===== config.mk =====
export PLATFORM = sky130hd
export DESIGN_NAME = rme_isqrt
export DESIGN_NICKNAME = d
export VERILOG_FILES = /design/src/rtl/rme_pkg.sv /design/src/rtl/rme_isqrt.sv
export SDC_FILE = /design/constraint.sdc
export NUM_CORES = 1
export LEC_CHECK = 0
export BUFFER_PORTS_ARGS = -buffer_cell sky130_fd_sc_hd__buf_2
export CAP_MARGIN = 20
export CORE_MARGIN = 3
export CORE_UTILIZATION = 40
export CTS_CLUSTER_SIZE = 24
export DETAILED_ROUTE_END_ITERATION = 12
export MAX_ROUTING_LAYER = met4
export PLACE_DENSITY = 0.61
export RECOVER_POWER = 50
export SYNTH_ARGS = -nofsm -noshare
export SYNTH_HDL_FRONTEND = slang
export SYNTH_SLANG_ARGS = --single-unit

===== constraint.sdc =====
create_clock -name i_clk -period 3.6 [get_ports i_clk]
set_input_delay 0.54 -clock i_clk [delete_from_list [all_inputs] [get_ports i_clk]]
set_output_delay 0.54 -clock i_clk [all_outputs]
set_load 0.05 [all_outputs]

===== src/rtl/rme_pkg.sv =====
// shared types, widths and constants for the rotation matrix to euler block
// no dependencies
package rme_pkg;

    localparam int IN_W   = 18;
    localparam int ANG_W  = 19;
    localparam int THR_W  = 17;
    localparam int GUARD  = 12;
    localparam int VW     = 34;
    localparam int ZW     = 34;
    localparam int SUM_W  = 36;
    localparam int SY_W   = 18;
    localparam int ANG_Q  = 30;
    localparam int IG_W   = 32;
    localparam int PROD_W = VW + IG_W;

    localparam int FRAC_BITS_DEF    = 16;
    localparam int CORDIC_STEPS_DEF = 18;

    localparam logic [THR_W-1:0] THR_RESET = THR_W'(1);

    typedef logic signed [VW-1:0]   t_vec;
    typedef logic signed [ZW-1:0]   t_ang;
    typedef logic signed [IN_W-1:0] t_elem;

    localparam t_ang PI_Q30      = 34'sd3373259426;
    localparam t_ang HALF_PI_Q30 = 34'sd1686629713;
    localparam logic signed [IG_W-1:0] INV_GAIN_Q30 = 32'sd652032875;

    // atan(2^-i) in Q30
    function automatic t_ang atan_q30(input int i);
        t_ang a;
        case (i)
            0:  a = 34'sd843314857;
            1:  a = 34'sd497837829;
            2:  a = 34'sd263043837;
            3:  a = 34'sd133525159;
            4:  a = 34'sd67021687;
            5:  a = 34'sd33543516;
            6:  a = 34'sd16775851;
            7:  a = 34'sd8388437;
            8:  a = 34'sd4194283;
            9:  a = 34'sd2097149;
            default: begin
                if (i < 31) begin
                    a = t_ang'(34'sd1 <<< (30 - i));
                end else begin
                    a = '0;
                end
            end
        endcase
        return a;
    endfunction

endpackage


===== src/rtl/rme_isqrt.sv =====
// pipelined integer square root, one result bit per stage
// depends on rme_pkg
module rme_isqrt import rme_pkg::*; #(
    parameter int SW = 1
) (
    input  logic             i_clk,
    input  logic             i_rst_n,
    input  logic             i_valid,
    input  logic [SUM_W-1:0] i_val,
    input  logic [SW-1:0]    i_side,
    output logic             o_valid,
    output logic [SY_W-1:0]  o_root,
    output logic [SW-1:0]    o_side
);

    localparam int RW = SY_W + 2;

    logic             r_v    [SY_W+1];
    logic [RW-1:0]    r_rem  [SY_W+1];
    logic [SY_W-1:0]  r_q    [SY_W+1];
    logic [SUM_W-1:0] r_rest [SY_W+1];
    logic [SW-1:0]    r_sd   [SY_W+1];

    always_ff @(posedge i_clk) begin
        if (!i_rst_n) begin
            r_v[0] <= 1'b0;
        end else begin
            r_v[0] <= i_valid;
        end
    end

    always_ff @(posedge i_clk) begin
        r_rem[0]  <= '0;
        r_q[0]    <= '0;
        r_rest[0] <= i_val;
        r_sd[0]   <= i_side;
    end

    for (genvar s = 0; s < SY_W; s++) begin : g_bit
        logic [RW-1:0]   n_rem;
        logic [RW-1:0]   rem2;
        logic [RW-1:0]   trial;
        logic [SY_W-1:0] n_q;

        always_comb begin
            rem2  = {r_rem[s][RW-3:0], r_rest[s][SUM_W-1 -: 2]};
            trial = {r_q[s], 2'b01};
            if (rem2 >= trial) begin
                n_rem = rem2 - trial;
                n_q   = {r_q[s][SY_W-2:0], 1'b1};
            end else begin
                n_rem = rem2;
                n_q   = {r_q[s][SY_W-2:0], 1'b0};
            end
        end

        always_ff @(posedge i_clk) begin
            if (!i_rst_n) begin
                r_v[s+1] <= 1'b0;
            end else begin
                r_v[s+1] <= r_v[s];
            end
        end

        always_ff @(posedge i_clk) begin
            r_rem[s+1]  <= n_rem;
            r_q[s+1]    <= n_q;
            r_rest[s+1] <= {r_rest[s][SUM_W-3:0], 2'b00};
            r_sd[s+1]   <= r_sd[s];
        end
    end

    assign o_valid = r_v[SY_W];
    assign o_root  = r_q[SY_W];
    assign o_side  = r_sd[SY_W];

endmodule


==> summary.txt, run 1 <==
STA
  – Setup TNS: 0 ns
  – Final setup fails: 0
  – Unrepaired setup endpoints after global routing: no
  – Final hold violation count: 0
  – Max frequency: 338 MHz
  – Slew Viols, Final: 0
  – Tcrit/Tclk final: 82.1%
  – Measured slew at the worst slew-check pin: 0.775 ns
  – Slew HR: 47.0%
  – Clock Skew: 0.0145 ns
  – Fin crit period: 2.95 ns

Synthesis
  – Share of flip-flops with an asynchronous set or reset: 0%
  – Post-synth top area cell: dfxtp_1
  – Post-synth top area share: 58.1%
  – Syn Area/Cell: 10.6 sq um
  – Ys Warns: 0
  – Register area share after synthesis: 58.1%
  – Post-Syn Area: 28900 sq um
  – Post-synth EDFFs: 0
  – Count of cell types in the netlist: 76
  – Synth Instances: 2715
  – Synthesized Nets: 2945
  – Main flop type after synthesis: dfxtp_1
  – Top post-synthesis cells by area: dfxtp_1, ha_1, xor2_1
  – Synth Register Bits: 837

Placement
  – RePlAce Congestion: 0.886
  – Port Buffer Count: 59
  – DP HPWL: 38200 microns
  – Placed insts: 3684

Min path
  – Hold path cells: 2
  – HP Start: i_valid
  – Hold WC Path Type: in -> reg

Layout
  – Commonest non-fill, non-tap cell in the layout: dfxtp_1
  – N_diodes: 0
  – Fill count: 6373
  – Share of cells above drive strength 1: 8.87%
  – Reg area: 16800 sq um
  – Finished Core Util: 47.4%
  – Most frequent cells in the layout: dfxtp_1, inv_1, ha_1
  – Nets: 3096
  – Final std cells w/o fill: 3870
  – Multi-input combinational cell area: 11100 sq um
  – Area Growth Syn to Fin: 16.3%

Power and ir drop
  – Switching share of power: 28.2%
  – Clk pwr share: 34.6%
  – Psw: 7.25 mW
  – Leakage power: 15.6 nW
  – Sequential share of power: 46.3%
  – P_int: 18.4 mW
  – PwrDens: 765 nW/um^2
  – Logic gate share of total power: 19.1%
  – VDD IR-drop max: 452 uV

Critical path
  – Path type of the worst setup path: reg -> reg
  – Worst Path Buf+Inv: 1
  – Crit path from: r_q[10][0]$_DFF_P_
  – Slowest-stage cell, CP: a2111o_1
  – Largest delay share family, worst path: compound AO/OA/AOI/OAI gates
  – Nature of the critical path startpoint: register
  – Slowest stage delay, CP: 0.76 ns
  – CP cell instances: inv_1 > ha_1 > nor2b_1 > o31a_1 > o21ai_0 > nand2b_1 > a2111o_1 > nor4b_1 > xor2_1
  – WP depth: 9
  – Crit. End Element: register
  – Critical path fanouts, max: 26
  – Worst Path Required: 4.08 ns
  – Arrival @ worst endpoint: 3.44 ns
  – FF-to-FF path depth: 9
  – Worst R2R Start: r_q[10][0]$_DFF_P_

Die
  – Die Y: 275 microns
  – Die Wd: 275 microns
  – Row cnt: 97
  – CORE AREA: 70800 sq um
  – Die area: 75400 sq um
  – I/O Pins: 60
  – Initial core utilization: 40.8%

Global routing
  – Total GRT Usage: 14.3%
  – Overflow after GRT: 0
  – Initial antenna violation count: 0
  – Number of global-route vias before repair: 18400
  – Largest net degree at the start of global routing: 35
  – First-pass GRT wire length: 87300 microns

Route
  – Drt via density: 4.78
  – Routed vias: 18500
  – Routed wire length: 51500 microns
  – Initial drt markers: 1055
  – DRC: 0
  – Pre-antenna DRT Iters: 5
  – Routed wire length per instance: 13.3 microns
  – Final ANT Viol Nets: 0

CTS
  – Clock sinks: 837
  – Clock buffer depth: 3
  – CTS tree: yes
  – Num CTS Buffers: 83
  – H-Tree Depth: 3
  – Post-CTS setup buffers: 0
  – Root buf cell: clkbuf_16
  – Clock Latency Late Sink: 0.62 ns
  – Worst-path clk slew: 0.06 ns

Job
  – Max_cap viols: 0

Run status
  – Status: finished, final reports clean
per-layer routing:
layer | vias up | global-route usage (%) | wire length [microns]
met3 | 107 | 2.51 | 2420
met1 | 8503 | 18.2 | 24300
met2 | 370 | 22.9 | 23500
li1 | 9535 | - | -
met4 | 0 | 5.04 | 1210
met5 | - | - | 0
power groups by stage:
stage | Sequential [mW] | Clock [mW] | Combinational, mW
3_5_place_dp | 12.1 | 0 | 4.84
6_report | 11.9 | 8.88 | 4.90
4_1_cts | 11.9 | 9.19 | 4.89
3_3_place_gp | 12.1 | 0 | 4.71
2_1_floorplan | 11.8 | 0 | 3.80
5_1_grt | 12.1 | 9.59 | 5.53
cells in the mapped netlist (6+ instances only):
cell type / instances
a211oi_1: 17
o21bai_1: 9
o211ai_1: 16
a21o_1: 30
and3_1: 7
nor3_1: 64
nor4_1: 25
nand4_1: 26
nand4b_1: 8
and2_1: 29
xor2_1: 116
nor2_1: 175
mux2_2: 25
o21ai_0: 136
o31ai_1: 12
nor2b_1: 22
nand3_1: 28
inv_1: 217
or3_1: 22
nand2b_1: 34
nand2_1: 170
a31oi_1: 11
clkbuf_1: 38
or4_1: 19
nand3b_1: 10
dfxtp_1: 837
ha_1: 190
o21a_1: 40
mux2i_1: 6
xnor2_1: 106
a21oi_1: 159
a21boi_0: 8
or2_2: 8
cell type report:
type | instances | area share, %
Clock inverter | 36 | 1.54
Inverter | 219 | 2.45
Multi-Input combinational cell | 1614 | 33.1
Tap cell | 940 | 3.50
Sequential cell | 837 | 49.9
Timing Repair Buffer | 111 | 2.32
Clock buffer | 113 | 7.13
sequential cells by signal (all words and copies together) (netlist names):
name,flops
r_rem,286
r_v,19
r_rest,342
r_sd,19
r_q,171
path summary, 6_finish.rpt:
path / end / slack [ns]
setup / recovery: r_rem[11][14]$_DFF_P_ / 0.65
hold / removal: r_v[0]$_DFF_P_ / 0.13
hold reg to reg: r_rest[7][21]$_DFF_P_ / 0.32
setup reg to reg: r_rem[11][14]$_DFF_P_ / 0.65
kinds of logic (layout without fill, tap and decap cells):
| kind of cell | after synthesis | in the layout | share of synthesized area [%] |
|---|---|---|---|
| adder cells (fa/ha/maj) | 190 | 190 | 8.24 |
| multiplexers | 31 | 31 | 1.18 |
| buffers and inverters | 264 | 479 | 3.45 |
| AO/OA/AOI/OAI | 498 | 498 | 10.6 |
| flip-flops | 837 | 837 | 58.1 |
| other | 1 | 1 | 0.0130 |
| XOR/XNOR | 222 | 222 | 6.74 |
| AND/OR/NAND/NOR | 672 | 672 | 11.7 |
what timing repair did:
| item | in CTS | in global routing |
|---|---|---|
| hold endpoints to repair | 37 | 0 |
| gates resized for setup | 0 | 0 |
| hold buffers | 37 | 0 |
through the flow:
step | instance area (sq um) | total power, mW | worst slack, ns | hold slack, ns
6_report | 33600 | 25.7 | 0.645 | 0.128
5_1_grt | 33600 | 27.2 | 0.466 | 0.0960
4_1_cts | 33600 | 26.0 | 0.667 | 0.0763
3_5_place_dp | 30300 | 17.0 | 0.678 | 0.312
3_3_place_gp | 30300 | 16.8 | 0.744 | 0.309
2_1_floorplan | 28900 | 15.6 | 0.969 | 0.310
No activity file was read; power rests on OpenSTA's default activity.
==> run 2: changes to the inputs <==
- ABC_AREA: unset -> 1
- PLACE_DENSITY: 0.61 -> 0.63
- clock period: 3.6 -> 2.5 ns (I/O delays scaled with it)
==> summary.txt, run 2 <==
Die
  – Die Wd: 293 microns (+6.5%)
  – CORE AREA: 80900 sq um (+14%)
  – Die Y: 293 microns (+6.5%)
  – Die area: 85600 sq um (+14%)
  – Initial core utilization: 40.6% (-0.20 points)
  – Row cnt: 104 (+7.2%)
  – I/O Pins: 60 (unchanged)

Critical path
  – Crit path from: r_q[9][1]$_DFF_P_
  – Arrival @ worst endpoint: 2.75 ns (-0.69 ns)
  – Worst R2R Start: r_q[9][1]$_DFF_P_
  – Critical path fanouts, max: 17 (-35%)
  – Largest delay share family, worst path: simple AND/OR/NAND/NOR gates
  – Slowest-stage cell, CP: nor3_2
  – Worst Path Buf+Inv: 2 (+1)
  – Reg2reg end: r_rem[10][1]$_DFF_P_
  – CP cell instances: inv_1 > ha_1 > a21oi_1 > nand2_1 > and3_1 > nor3_2 > buf_4 > nand2_1 > o21ai_1
  – Path type of the worst setup path: reg -> reg
  – Flop-to-flop setup slack: 0.30 ns (-0.35 ns)
  – FF-to-FF path depth: 9 (unchanged)
  – Slowest stage delay, CP: 0.35 ns (-0.41 ns)
  – Nature of the critical path startpoint: register
  – Cell mode on critical path: nand2_1
  – Crit. End Element: register
  – WP depth: 9 (unchanged)
  – Worst Path Required: 3.04 ns (-1.04 ns)

Global routing
  – GR Layer Usage met1: 21.2% (+3.1 points)
  – Total GRT Usage: 17.0% (+2.7 points)
  – Overflow after GRT: 0 (unchanged)
  – Initial antenna violation count: 0 (unchanged)
  – Met3 usage: 2.91% (+0.40 points)
  – Largest net degree at the start of global routing: 22 (-37%)
  – First-pass GRT wire length: 116000 microns (+33%)
  – M2 GR Usage: 27.7% (+4.7 points)
  – GR peak layer: met2
  – Number of global-route vias before repair: 23700 (+29%)

STA
  – Fin crit period: 2.20 ns (-0.750 ns)
  – Final setup fails: 0 (unchanged)
  – Final hold violation count: 0 (unchanged)
  – Max frequency: 454 MHz (+34%)
  – Slew Viols, Final: 0 (unchanged)
  – Slew HR: 62.2% (+15 points)
  – Unrepaired setup endpoints after global routing: no
  – Tcrit/Tclk final: 88.2% (+6.1 points)
  – Setup TNS: 0 ns (unchanged)
  – Measured slew at the worst slew-check pin: 0.566 ns (-0.210 ns)
  – Setup WS post-layout: 0.295 ns (-0.350 ns)
  – Final hold slack: 0.114 ns (-0.0146 ns)
  – Clock Skew: 0.0190 ns (+0.00449 ns)

Synthesis
  – Register area share after synthesis: 51.0% (-7.1 points)
  – Most common cell in the netlist: nand2_1
  – Share of flip-flops with an asynchronous set or reset: 0% (unchanged)
  – Post-Syn Area: 32800 sq um (+14%)
  – Top post-synthesis cells by area: dfxtp_1, nand2_1, ha_1
  – Synth Instances: 4053 (+49%)
  – Post-synth EDFFs: 0 (unchanged)
  – Count of cell types in the netlist: 48 (-37%)
  – Synth Register Bits: 837 (unchanged)
  – Ys Warns: 0 (unchanged)
  – Post-synth top area share: 51.0% (-7.1 points)
  – Post-synth top area cell: dfxtp_1
  – Syn Area/Cell: 8.10 sq um (-24%)
  – Synth top cells by count: nand2_1, dfxtp_1, inv_1
  – Main flop type after synthesis: dfxtp_1
  – Synthesized Nets: 4283 (+45%)

CTS
  – Clock sinks: 837 (unchanged)
  – Num CTS Buffers: 87 (+4.8%)
  – Clock buffer depth: 3 (unchanged)
  – Root buf cell: clkbuf_16
  – Clock Latency Late Sink: 0.64 ns (+0.02 ns)
  – CTS tree: yes
  – Worst-path clk slew: 0.06 ns (about the same)
  – PostCTS Resize Cnt: 0 (unchanged)
  – H-Tree Depth: 3 (unchanged)

Layout
  – N_diodes: 0 (unchanged)
  – Area Growth Syn to Fin: 15.1%
  – Most frequent cells in the layout: nand2_1, dfxtp_1, inv_1
  – Top flop regs: r_rest x342, r_rem x286, r_q x171
  – Share of cells above drive strength 1: 7.69% (-1.2 points)
  – Max FFs per register: 342 (unchanged)
  – Commonest non-fill, non-tap cell in the layout: nand2_1
  – Most flops, register: r_rest
  – Nets: 4453 (+44%)

Power and ir drop
  – Logic gate share of total power: 25.3% (+6.2 points)
  – P_int: 27.7 mW (+50%)
  – Sequential share of power: 42.0% (-4.3 points)
  – VDD IR-drop max: 651 uV (+44%)
  – Switching share of power: 33.1% (+4.8 points)
  – Total Power: 41.4 mW (+61%)
  – Leakage power: 19.6 nW (+26%)
  – Clk pwr share: 32.7% (-1.9 points)
  – PwrDens: 1090 nW/um^2 (+43%)
  – Psw: 13.7 mW (+89%)

Route
  – Final ANT Viol Nets: 0 (unchanged)
  – Routed vias: 24600 (+33%)
  – Initial drt markers: 1459 (+38%)
  – DRC: 0 (unchanged)
  – Drt via density: 4.59 (-4.0%)
  – Routed wire length: 70400 microns (+37%)
  – Pre-antenna DRT Iters: 6 (+1)
  – Routed wire length per instance: 13.1 microns (-1.1%)

Min path
  – HP Start: i_rst_n
  – Hold path cells: 3 (+1)
  – Hold endpoint: r_v[11]$_DFF_P_
  – Hold WC Path Type: in -> reg

Placement
  – Port Buffer Count: 59 (unchanged)
  – RePlAce Congestion: 0.962 (+8.6%)
  – Pre-CTS WS: 0.354 ns (-0.324 ns)
  – DP HPWL: 53800 microns (+41%)

Run status
  – Status: finished, final reports clean

Job
  – Max_cap viols: 0 (unchanged)
[run 2: layout make-up]
class | instances | area [sq um]
Clock buffer | 116 | 2530
Clock inverter | 43 | 583
Fill cell | 7924 | 43100
Inverter | 584 | 2200
Multi-Input combinational cell | 2601 | 13600
Sequential cell | 837 | 16800
Tap cell | 1060 | 1330
Timing Repair Buffer | 112 | 788
[run 2: per-stage QoR]
step                util, %  std cells  instance area [sq um]
CTS                    46.7       5353                  37800
floorplan                 -       4053                  32800
global placement       42.4       5156                  34300
detailed placement     42.4       5156                  34300
global route           46.7       5353                  37800
finish                 46.7       5353                  37800
[run 2: worst max path at each step]
stage / to
floorplan: r_rem[4][5]$_DFF_P_
global placement: r_rem[10][4]$_DFF_P_
detailed placement: r_rem[10][4]$_DFF_P_
CTS: r_rem[10][3]$_DFF_P_
global route: r_rem[14][11]$_DFF_P_
finish: r_rem[10][1]$_DFF_P_
[run 2: metal layers]
layer  wire (microns)  share of wire, %  up-vias
met5                0                 0        -
met4             2550               3.6        0
met3             3060               4.4      166
met2            32200                46      507
met1            32500                46    10900
li1                 -                 -    13000
[run 2: kinds of logic after synthesis]
kind of cell | count (synthesis) | share of synthesized area (%)
AOI/OAI and AO/OA | 363 | 6.05
and+or+nand+nor | 1926 | 25.0
adders and majority gates | 190 | 7.24
xor gates and xnor gates | 121 | 3.23
other | 1 | 0.0114
DFF | 837 | 51.0
buffers and inverters | 615 | 7.49
[run 2: worst min-delay path: stages]
cell and delay [ns]:
buf_2 0.20, nand2_1 0.09, inv_1 0.03
[run 2: power groups by stage]
stage / clock, mW / combinational [mW] / sequential (mW)
after floorplan: 0 / 8.12 / 17.1
after global placement: 0 / 10.3 / 17.7
after detailed placement: 0 / 10.4 / 17.7
after CTS: 14.0 / 10.5 / 17.4
after global routing: 14.5 / 12.1 / 17.6
final: 13.5 / 10.5 / 17.4
[run 2: repair_timing]
action | 4_1_cts | 5_1_grt
buffers inserted | 0 | 0
hold endpoints to repair | 38 | 0
hold buffers | 38 | 0
==> run 3: changes to the inputs <==
- SETUP_SLACK_MARGIN: unset -> 0.3
==> summary.txt, run 3 (synthesized netlist as in run 2, its figures left out) <==
CTS
  – Worst-path clk slew: 0.06 ns (about the same)
  – Clock buffer depth: 3 (unchanged)
  – Root buf cell: clkbuf_16
  – CTS tree: yes
  – H-Tree Depth: 3 (unchanged)
  – Clock Latency Late Sink: 0.64 ns (about the same)
  – Clock sinks: 837 (unchanged)
  – Num CTS Buffers: 87 (unchanged)

Layout
  – Most flops, register: r_rest
  – Max FFs per register: 342 (unchanged)
  – Commonest non-fill, non-tap cell in the layout: nand2_1
  – Share of cells above drive strength 1: 8.34% (+0.65 points)
  – Most frequent cells in the layout: nand2_1, dfxtp_1, inv_1
  – Area Growth Syn to Fin: 16.0%
  – Fill count: 7899 (-0.32%)
  – Nets: 4467 (+0.31%)
  – N_diodes: 0 (unchanged)
  – Top flop regs: r_rest x342, r_rem x286, r_q x171

Power and ir drop
  – Psw: 13.8 mW (+0.72%)
  – Logic gate share of total power: 25.7% (+0.4 points)
  – Switching share of power: 33.1% (+0.045 points)
  – VDD IR-drop max: 651 uV (about the same)
  – Sequential share of power: 41.8% (-0.2 points)
  – Clk pwr share: 32.5% (-0.2 points)
  – Leakage power: 19.7 nW (+0.39%)
  – PwrDens: 1090 nW/um^2 (-0.16%)
  – P_int: 27.9 mW (+0.52%)

Critical path
  – Crit. End Element: register
  – FF-to-FF path depth: 12 (+3)
  – Critical path fanouts, max: 7 (-10)
  – Path type of the worst setup path: reg -> reg
  – Nature of the critical path startpoint: register
  – Arrival @ worst endpoint: 2.61 ns (-0.14 ns)
  – Flop-to-flop setup slack: 0.41 ns (+0.11 ns)
  – Reg2reg end: r_rem[15][0]$_DFF_P_
  – Worst R2R Start: r_q[14][5]$_DFF_P_
  – Worst Path Required: 3.02 ns (-0.02 ns)

Route
  – Routed wire length: 71000 microns (+0.90%)
  – DRC: 0 (unchanged)
  – Routed wire length per instance: 13.2 microns (+0.64%)
  – Drt via density: 4.60 (+0.13%)
  – Initial drt markers: 1453 (-0.41%)
  – Final ANT Viol Nets: 0 (unchanged)
  – Pre-antenna DRT Iters: 6 (unchanged)
  – Routed vias: 24700 (+0.39%)

Min path
  – Hold path cells: 3 (unchanged)
  – HP Start: i_rst_n
  – Hold WC Path Type: in -> reg
  – Hold endpoint: r_v[11]$_DFF_P_

Die
  – CORE AREA: 80900 sq um (unchanged)
  – I/O Pins: 60 (unchanged)
  – Die Wd: 293 microns (unchanged)
  – Die Y: 293 microns (unchanged)
  – Die area: 85600 sq um (unchanged)
  – Row cnt: 104 (unchanged)
  – Initial core utilization: 40.6% (unchanged)

Placement
  – DP HPWL: 53800 microns (unchanged)
  – RePlAce Congestion: 0.962 (unchanged)
  – Pre-CTS WS: 0.354 ns (unchanged)
  – Port Buffer Count: 59 (unchanged)

Run status
  – Status: finished, final reports clean

STA
  – Setup TNS: 0 ns (unchanged)
  – Clock Skew: 0.0196 ns (+0.000520 ns)
  – Tcrit/Tclk final: 83.8% (-4.4 points)
  – Fin crit period: 2.09 ns (-0.111 ns)
  – Max frequency: 477 MHz (+5.3%)
  – Unrepaired setup endpoints after global routing: no
  – Slew Viols, Final: 0 (unchanged)
  – Final hold violation count: 0 (unchanged)
  – Setup WS post-layout: 0.406 ns (+0.111 ns)
  – Final setup fails: 0 (unchanged)

Global routing
  – Number of global-route vias before repair: 23700 (+0.063%)
  – Initial antenna violation count: 0 (unchanged)
  – Overflow after GRT: 0 (unchanged)
  – First-pass GRT wire length: 116000 microns (about the same)
  – Total GRT Usage: 17.0% (about the same)
  – Largest net degree at the start of global routing: 22 (unchanged)

Job
  – Max_cap viols: 0 (unchanged)
run 3: changes by cell type in the layout (fill, tap and decap cells not counted), sizes merged:
cell	change
nand3	+1
buf	+13
run 3: how the worst max path moves through the flow:
stage                        startpoint                     to  slack (ns)  cells after the start
global route         r_q[14][5]$_DFF_P_   r_rem[15][5]$_DFF_P_        0.30                     12
CTS                 r_q[13][12]$_DFF_P_  r_rem[14][12]$_DFF_P_        0.33                     11
global placement      r_q[9][3]$_DFF_P_   r_rem[10][4]$_DFF_P_        0.34                      9
floorplan             r_q[3][1]$_DFF_P_    r_rem[4][5]$_DFF_P_        0.77                     11
finish               r_q[14][5]$_DFF_P_   r_rem[15][0]$_DFF_P_        0.41                     12
detailed placement    r_q[9][1]$_DFF_P_   r_rem[10][4]$_DFF_P_        0.35                      8
run 3: through the flow:
stage / total power, mW / hold slack (ns) / instance area [sq um] / std cells / utilization (%)
finish: 41.6 / 0.116 / 38100 / 5367 / 47.1
detailed placement: 28.1 / 0.312 / 34300 / 5156 / 42.4
floorplan: 25.2 / 0.310 / 32800 / 4053 / -
CTS: 41.9 / 0.0700 / 37800 / 5353 / 46.7
global placement: 28.0 / 0.310 / 34300 / 5156 / 42.4
global route: 44.5 / 0.106 / 38100 / 5367 / 47.1
run 3: layout make-up:
type	instances	area, sq um	area share (%)
Inverter	584	2210	5.81
Sequential cell	837	16800	44.0
Tap cell	1060	1330	3.48
Clock buffer	116	2530	6.64
Multi-Input combinational cell	2602	13700	36.0
Clock inverter	43	583	1.53
Timing Repair Buffer	125	956	2.51
run 3: worst max-delay path, cell delays in order, from the launching register on:
cell and delay [ns]:
dfxtp_1 0.34, inv_1 0.05, ha_1 0.34, nand2_1 0.10, nand2_1 0.08, o21bai_1 0.24, inv_2 0.07, nand2_1 0.11
nand2_2 0.16, nand3_4 0.20, buf_4 0.21, nand2_1 0.05, nand2_1 0.05
run 3: metal layers:
layer	GRT usage, %	routed length (microns)	up-vias
li1	-	-	13100
met1	21.2	32800	11000
met2	27.7	32700	481
met3	2.91	3060	160
met4	6.45	2500	0
met5	-	0	-
run 3: timing repair:
action,4_1_cts,5_1_grt
buffers inserted,0,13
gates cloned,0,1
endpoints found under the setup margin,3,108
pin swaps,0,6
hold endpoints to repair,38,0
resized for setup,1,29
hold buffers,38,0
run 3: power groups by stage:
stage	logic, mW	clock network, mW	registers [mW]
final	10.7	13.5	17.4
after global routing	12.3	14.5	17.7
after CTS	10.5	14.0	17.4
after detailed placement	10.4	0	17.7
after global placement	10.3	0	17.7
after floorplan	8.12	0	17.1
